===== config.mk =====
export PLATFORM = sky130hd
export DESIGN_NAME = kcc_controller
export DESIGN_NICKNAME = d
export VERILOG_FILES = /design/src/hw/rtl/kcc_pkg.sv /design/src/hw/rtl/kcc_controller.sv
export SDC_FILE = /design/constraint.sdc
export NUM_CORES = 1
export LEC_CHECK = 0
export ABC_AREA = 0
export BUFFER_PORTS_ARGS = -buffer_cell sky130_fd_sc_hd__buf_2
export CAP_MARGIN = 20
export CORE_MARGIN = 2
export CORE_UTILIZATION = 43
export DETAILED_ROUTE_END_ITERATION = 10
export GPL_ROUTABILITY_DRIVEN = 0
export PLACE_DENSITY = 0.67
export RECOVER_POWER = 25
export SLEW_MARGIN = 20
export SYNTH_ARGS = -nofsm -noshare
export SYNTH_HDL_FRONTEND = slang
export SYNTH_SLANG_ARGS = --single-unit
export TNS_END_PERCENT = 100

===== constraint.sdc =====
create_clock -name clk -period 3.45 [get_ports clk]
set_clock_uncertainty 0.1 [all_clocks]
set_input_delay 0.69 -clock clk [delete_from_list [all_inputs] [get_ports clk]]
set_output_delay 0.69 -clock clk [all_outputs]
set_load 0.02 [all_outputs]

===== src/hw/rtl/kcc_pkg.sv =====
package kcc_pkg;

  localparam logic [2:0] MODE_LOAD_PIX = 3'd0;
  localparam logic [2:0] MODE_LOAD_CEN = 3'd1;
  localparam logic [2:0] MODE_RUN      = 3'd2;
  localparam logic [2:0] MODE_RD_LBL   = 3'd3;
  localparam logic [2:0] MODE_RD_CEN   = 3'd4;

  localparam logic [1:0] CFG_NUM_CLUSTERS   = 2'd0;
  localparam logic [1:0] CFG_NUM_POINTS     = 2'd1;
  localparam logic [1:0] CFG_MAX_ITERATIONS = 2'd2;

  localparam int DIST_W = 18;
  localparam int CHAN_W = 8;

  typedef struct packed {
    logic clr_label;
    logic load_pix;
    logic load_cen;
    logic read_lbl;
    logic read_cen;
    logic read_cap;
    logic run_start;
    logic run_end;
    logic pass_start;
    logic pass_end;
    logic clr_acc;
    logic pix_fetch;
    logic dist_step;
    logic dist_first;
    logic acc_fetch;
    logic acc_write;
    logic upd_fetch;
    logic div_load;
    logic div_step;
    logic cen_write;
  } kcc_cmd_t;

  typedef struct packed {
    logic run_go;
    logic out_block;
  } kcc_status_t;

endpackage


===== src/hw/rtl/kcc_controller.sv =====
module kcc_controller import kcc_pkg::*; #(
  parameter int MAX_POINTS   = 4096,
  parameter int MAX_CLUSTERS = 16,
  parameter int PAW = (MAX_POINTS > 1) ? $clog2(MAX_POINTS) : 1,
  parameter int CAW = (MAX_CLUSTERS > 1) ? $clog2(MAX_CLUSTERS) : 1
) (
  input  logic           clk,
  input  logic           rst_n,
  input  logic           in_valid,
  input  logic [2:0]     in_mode,
  output logic           in_stall,
  input  logic [4:0]     num_clusters,
  input  logic [12:0]    num_points,
  input  kcc_status_t    status,
  output kcc_cmd_t       cmd,
  output logic [PAW-1:0] p_addr,
  output logic [CAW-1:0] j_addr,
  output logic [CAW-1:0] cen_addr,
  output logic [2:0]     b_sel
);

  localparam int PCW = $clog2(MAX_POINTS + 1);

  localparam logic [3:0] S_INIT   = 4'd0;
  localparam logic [3:0] S_IDLE   = 4'd1;
  localparam logic [3:0] S_RD     = 4'd2;
  localparam logic [3:0] S_CHECK  = 4'd3;
  localparam logic [3:0] S_CLRACC = 4'd4;
  localparam logic [3:0] S_PIXRD  = 4'd5;
  localparam logic [3:0] S_DIST   = 4'd6;
  localparam logic [3:0] S_ACCRD  = 4'd7;
  localparam logic [3:0] S_ACCWR  = 4'd8;
  localparam logic [3:0] S_UPDRD  = 4'd9;
  localparam logic [3:0] S_DIVLD  = 4'd10;
  localparam logic [3:0] S_DIV    = 4'd11;
  localparam logic [3:0] S_CENWR  = 4'd12;

  logic [3:0]     state_r, state_nxt;
  logic [PCW-1:0] p_r, p_nxt;
  logic [CAW-1:0] j_r, j_nxt;
  logic [2:0]     b_r, b_nxt;
  logic [31:0]    k32, n32, kl32;
  logic [CAW-1:0] k_last;
  logic [PCW-1:0] n_eff;
  logic           accept;

  always_comb begin
    k32 = 32'(num_clusters);
    if (k32 == 0) begin
      k32 = 1;
    end else if (k32 > MAX_CLUSTERS) begin
      k32 = MAX_CLUSTERS;
    end
    kl32 = k32 - 1;
    n32  = 32'(num_points);
    if (n32 > MAX_POINTS) begin
      n32 = MAX_POINTS;
    end
  end

  assign k_last   = kl32[CAW-1:0];
  assign n_eff    = n32[PCW-1:0];
  assign in_stall = (state_r != S_IDLE) || status.out_block;
  assign accept   = in_valid && !in_stall;
  assign p_addr   = p_r[PAW-1:0];
  assign j_addr   = j_r;
  assign b_sel    = b_r;

  always_comb begin
    state_nxt = state_r;
    p_nxt     = p_r;
    j_nxt     = j_r;
    b_nxt     = b_r;
    cmd       = '0;
    cen_addr  = j_r;
    case (state_r)
      S_INIT: begin
        cmd.clr_label = 1'b1;
        if (p_r == PCW'(MAX_POINTS - 1)) begin
          p_nxt     = '0;
          state_nxt = S_IDLE;
        end else begin
          p_nxt = p_r + PCW'(1);
        end
      end
      S_IDLE: begin
        if (accept) begin
          case (in_mode)
            MODE_LOAD_PIX: cmd.load_pix = 1'b1;
            MODE_LOAD_CEN: cmd.load_cen = 1'b1;
            MODE_RUN: begin
              cmd.run_start = 1'b1;
              state_nxt     = S_CHECK;
            end
            MODE_RD_LBL: begin
              cmd.read_lbl = 1'b1;
              state_nxt    = S_RD;
            end
            MODE_RD_CEN: begin
              cmd.read_cen = 1'b1;
              state_nxt    = S_RD;
            end
            default: ;
          endcase
        end
      end
      S_RD: begin
        cmd.read_cap = 1'b1;
        state_nxt    = S_IDLE;
      end
      S_CHECK: begin
        if (status.run_go) begin
          cmd.pass_start = 1'b1;
          j_nxt          = '0;
          state_nxt      = S_CLRACC;
        end else begin
          cmd.run_end = 1'b1;
          state_nxt   = S_IDLE;
        end
      end
      S_CLRACC: begin
        cmd.clr_acc = 1'b1;
        if (j_r == k_last) begin
          p_nxt     = '0;
          state_nxt = S_PIXRD;
        end else begin
          j_nxt = j_r + CAW'(1);
        end
      end
      S_PIXRD: begin
        j_nxt = '0;
        if (p_r == n_eff) begin
          state_nxt = S_UPDRD;
        end else begin
          cmd.pix_fetch = 1'b1;
          cen_addr      = '0;
          state_nxt     = S_DIST;
        end
      end
      S_DIST: begin
        cmd.dist_step  = 1'b1;
        cmd.dist_first = (j_r == '0);
        cen_addr       = j_r + CAW'(1);
        if (j_r == k_last) begin
          state_nxt = S_ACCRD;
        end else begin
          j_nxt = j_r + CAW'(1);
        end
      end
      S_ACCRD: begin
        cmd.acc_fetch = 1'b1;
        state_nxt     = S_ACCWR;
      end
      S_ACCWR: begin
        cmd.acc_write = 1'b1;
        p_nxt         = p_r + PCW'(1);
        state_nxt     = S_PIXRD;
      end
      S_UPDRD: begin
        cmd.upd_fetch = 1'b1;
        state_nxt     = S_DIVLD;
      end
      S_DIVLD: begin
        cmd.div_load = 1'b1;
        b_nxt        = 3'd7;
        state_nxt    = S_DIV;
      end
      S_DIV: begin
        cmd.div_step = 1'b1;
        if (b_r == 3'd0) begin
          state_nxt = S_CENWR;
        end else begin
          b_nxt = b_r - 3'd1;
        end
      end
      S_CENWR: begin
        cmd.cen_write = 1'b1;
        if (j_r == k_last) begin
          cmd.pass_end = 1'b1;
          state_nxt    = S_CHECK;
        end else begin
          j_nxt     = j_r + CAW'(1);
          state_nxt = S_UPDRD;
        end
      end
      default: state_nxt = S_IDLE;
    endcase
  end

  always_ff @(posedge clk) begin
    if (!rst_n) begin
      state_r <= S_INIT;
      p_r     <= '0;
      j_r     <= '0;
      b_r     <= '0;
    end else begin
      state_r <= state_nxt;
      p_r     <= p_nxt;
      j_r     <= j_nxt;
      b_r     <= b_nxt;
    end
  end

  a_dist_entry: assert property (@(posedge clk) disable iff (!rst_n)
    state_r == S_DIST |-> $past(state_r) == S_PIXRD || $past(state_r) == S_DIST)
    else $error("distance scan entered without a pixel fetch");

  a_div_start: assert property (@(posedge clk) disable iff (!rst_n)
    state_r == S_DIVLD |=> state_r == S_DIV && b_r == 3'd7)
    else $error("divider did not start at the top quotient bit");

  a_read_entry: assert property (@(posedge clk) disable iff (!rst_n)
    state_r == S_RD |-> $past(state_r) == S_IDLE && $past(accept))
    else $error("read capture without an accepted read beat");

endmodule


==> metrics.csv <==
stage;metric;value;unit
timing;setup violators final;0;
yosys;most frequent cell after synthesis;nor2_1;
worst_setup_path;delay-heaviest family, CP;simple AND/OR/NAND/NOR gates;
timing;Slew @ Worst Pin;579;ps
yosys;area share of the largest cell type after synthesis;22.0;%
grt;total grt overflow;0;
yosys;Primary FF master, synth;dfxtp_1;
yosys;distinct cell type count after synthesis;63;
floorplan;Die Wd;75.2;microns
grt;vias in the first global route;1977;
routing;Post-route DRC;0;
worst_setup_path;Required @ worst endpoint;2660;ps
cts;clock-pin slew on the worst setup and hold paths;90;ps
yosys;synth warn;0;
routing;wire per inst;13.1;microns
grt;GRT Total Usage;19.8;%
layout;Filler cells;496;
placed_design;hpwl dp;4130;microns
worst_setup_path;Critical-path top delay cell;or4_4;
floorplan;Initial Utilization;45.3;%
layout;area of the multi-input gates;1500;sq um
timing;relative slew slack;61.0;%
worst_setup_path;Worst path max stage delay;520;ps
timing;Final period util;98.2;%
yosys;largest cells by area after synthesis;dfxtp_1 (22%), xnor2_1 (8.0%), nor2_1 (7.4%), buf_4 (4.5%), nand2_1 (3.8%);
timing;post-layout minimum cycle time;3390;ps
grt;initial antenna violation count;0;
worst_setup_path;crit-path most repeated cell;xnor2_2;
grt;largest net degree at the start of global routing;20;
cts;htree depth;1;
layout;share of layout cells above drive strength 1;25.1;%
pwr;leakage power figure;0.00102;uW
floorplan;# rows;25;
placed_design;IO Port Bufs;69;
routing;via/cell ratio;5.44;
timing;Slew Limit Fails;0;
routing;TritonRoute pass-1 iters;5;
timing;Hold WS;418;ps
worst_setup_path;critical path class;primary input to primary output;
pwr;pwr dens;219;nW/um^2
yosys;Synth area leader;dfxtp_1;
yosys;Post-Syn Nets;328;
worst_setup_path;worst-path cell chain;buf_2 -> or4_4 -> and2_1 -> ha_2 -> xnor2_2 -> xnor2_2 -> a211oi_4 -> and3_4 -> buf_4;
worst_hold_path;min-delay worst type;flop to flop;
cts;total CTS buffers;3;
yosys;synthesized area;2180;sq um
worst_setup_path;Worst Path Buf+Inv;2;
cts;root buffer cell;clkbuf_8;
yosys;#FFs+latches synth;24;
routing;Via Count;2289;
yosys;list of most frequent post-synthesis cells;nor2_1 (43), dfxtp_1 (24), nand2_1 (22);
cts;CTS max path bufs;2;
layout;Seq. cell area;480;sq um
floorplan;io pins;70;
grt;first-pass GRT wire length;8960;microns
worst_setup_path;CP Launch Type;primary input;
yosys;Avg Inst Size Synth;7.37;sq um
floorplan;core area;4820;sq um
run_status;status;finished, final reports clean;
layout;Area Overhead vs Synth;19.9;%
pwr;peak supply drop;159;uV
cts;Sink Count;24;
yosys;cell count after synthesis;296;
timing;maximum clock frequency;0.295;GHz
timing;Post-Route Setup TNS;0;ps
worst_setup_path;Crit. End Element;primary output;
yosys;Async SR Flop Fraction;0;%
layout;Ant. Diodes;0;
layout;nets;387;
layout;final design utilization;54.3;%
routing;drt total wl;5520;microns
worst_setup_path;Max FO, Critical Path;5;
layout;design area;2620;sq um
placed_design;Post-Place Cell Area;2540;sq um
worst_setup_path;Worst Path Arrival;2600;ps
cts;CTS tree;built;
floorplan;Chip Height;75.2;microns
floorplan;die area;5660;sq um
yosys;sequential area share after synthesis;22.0;%
yosys;EDFF count, synth;0;
routing;initial DRC count;144;
flow_run;MaxCap Viol Count;0;
cts;worst skew pair latency;270;ps
routing;DRT antenna net count;0;
timing;Hold Violations, Final;0;
## layout by cell type, fill, tap and decap left out, types with 11 or more instances in the layout
| cell | n |
|---|---|
| buf_4 | 13 |
| o21ai_0 | 11 |
| inv_1 | 14 |
| nand2_1 | 22 |
| a21oi_1 | 12 |
| buf_2 | 51 |
| nor3_1 | 11 |
| nor2_1 | 43 |
| clkbuf_1 | 17 |
| xnor2_1 | 18 |
| dfxtp_1 | 24 |
## registers in the layout (all words and copies together), names as in the netlist
signal and cells:
p_r 13, b_sel 3, state_r 4, j_addr 4
## power by group
part | total [uW] | internal (uW) | leakage [uW] | switching [uW]
logic | 91.0 | 44.4 | 0.000793 | 46.7
registers | 286 | 280 | 0.000194 | 6.52
clock network | 197 | 102 | 0.0000288 | 94.8
total | 574 | 426 | 0.00102 | 148
## cell type report
cell class                 instances  share of cell area (%)
clock buffer                       4                    2.10
tap                               67                    3.20
timing repair buffer              82                    16.7
multi-input combinational        229                    57.5
sequential                        24                    18.4
inverter                          15                    2.15
## per-layer routing
| metal | up-vias | track usage [%] | part of all wire (%) |
|---|---|---|---|
| li1 | 1162 | - | - |
| met1 | 1030 | 27.1 | 46 |
| met2 | 93 | 34.3 | 47 |
| met3 | 4 | 1.61 | 6.4 |
| met4 | 0 | 3.90 | 0.78 |
| met5 | - | 0 | 0 |
## tightest hold or removal path, cell delays in order, from the launching register on
cell	delay [ps]
dfxtp_1	320
inv_1	80
a211oi_1	70
## metrics by stage
step / cells / power (uW) / worst slack (ps)
global placement: 415 / 378 / 3.05
floorplan: 296 / 348 / 196
finish: 421 / 574 / 61.6
global route: 421 / 601 / -8.02
detailed placement: 415 / 380 / -45.5
CTS: 420 / 576 / 82.5
## kinds of logic after synthesis
family	share of synthesized area, %
DFF	22.0
muxes	0.917
and+or+nand+nor	34.5
buffers and inverters	10.1
AOI/OAI and AO/OA	19.8
xor gates and xnor gates	9.23
adders and majority gates	3.44
## final timing paths
path	from	slack (ps)	depth (start not counted)	endpoint
worst min register to register	b_sel[1]$_SDFFE_PN0P_	420	2	b_sel[1]$_SDFFE_PN0P_
worst min-delay path	b_sel[1]$_SDFFE_PN0P_	420	2	b_sel[1]$_SDFFE_PN0P_
worst max-delay path	num_clusters[4]	60	9	cmd[10]
worst max register to register	state_r[0]$_SDFFE_PN0P_	830	8	p_r[4]$_SDFFE_PN0P_
## what timing repair did
| action | in CTS | in global routing |
|---|---|---|
| buffers inserted | 1 | 1 |
| endpoints found under the setup margin | 1 | 1 |
| resized for setup | 0 | 5 |
| hold buffers | 0 | 0 |
| pin swaps | 1 | 3 |
Note: power is estimated with default switching activity, not from simulation.
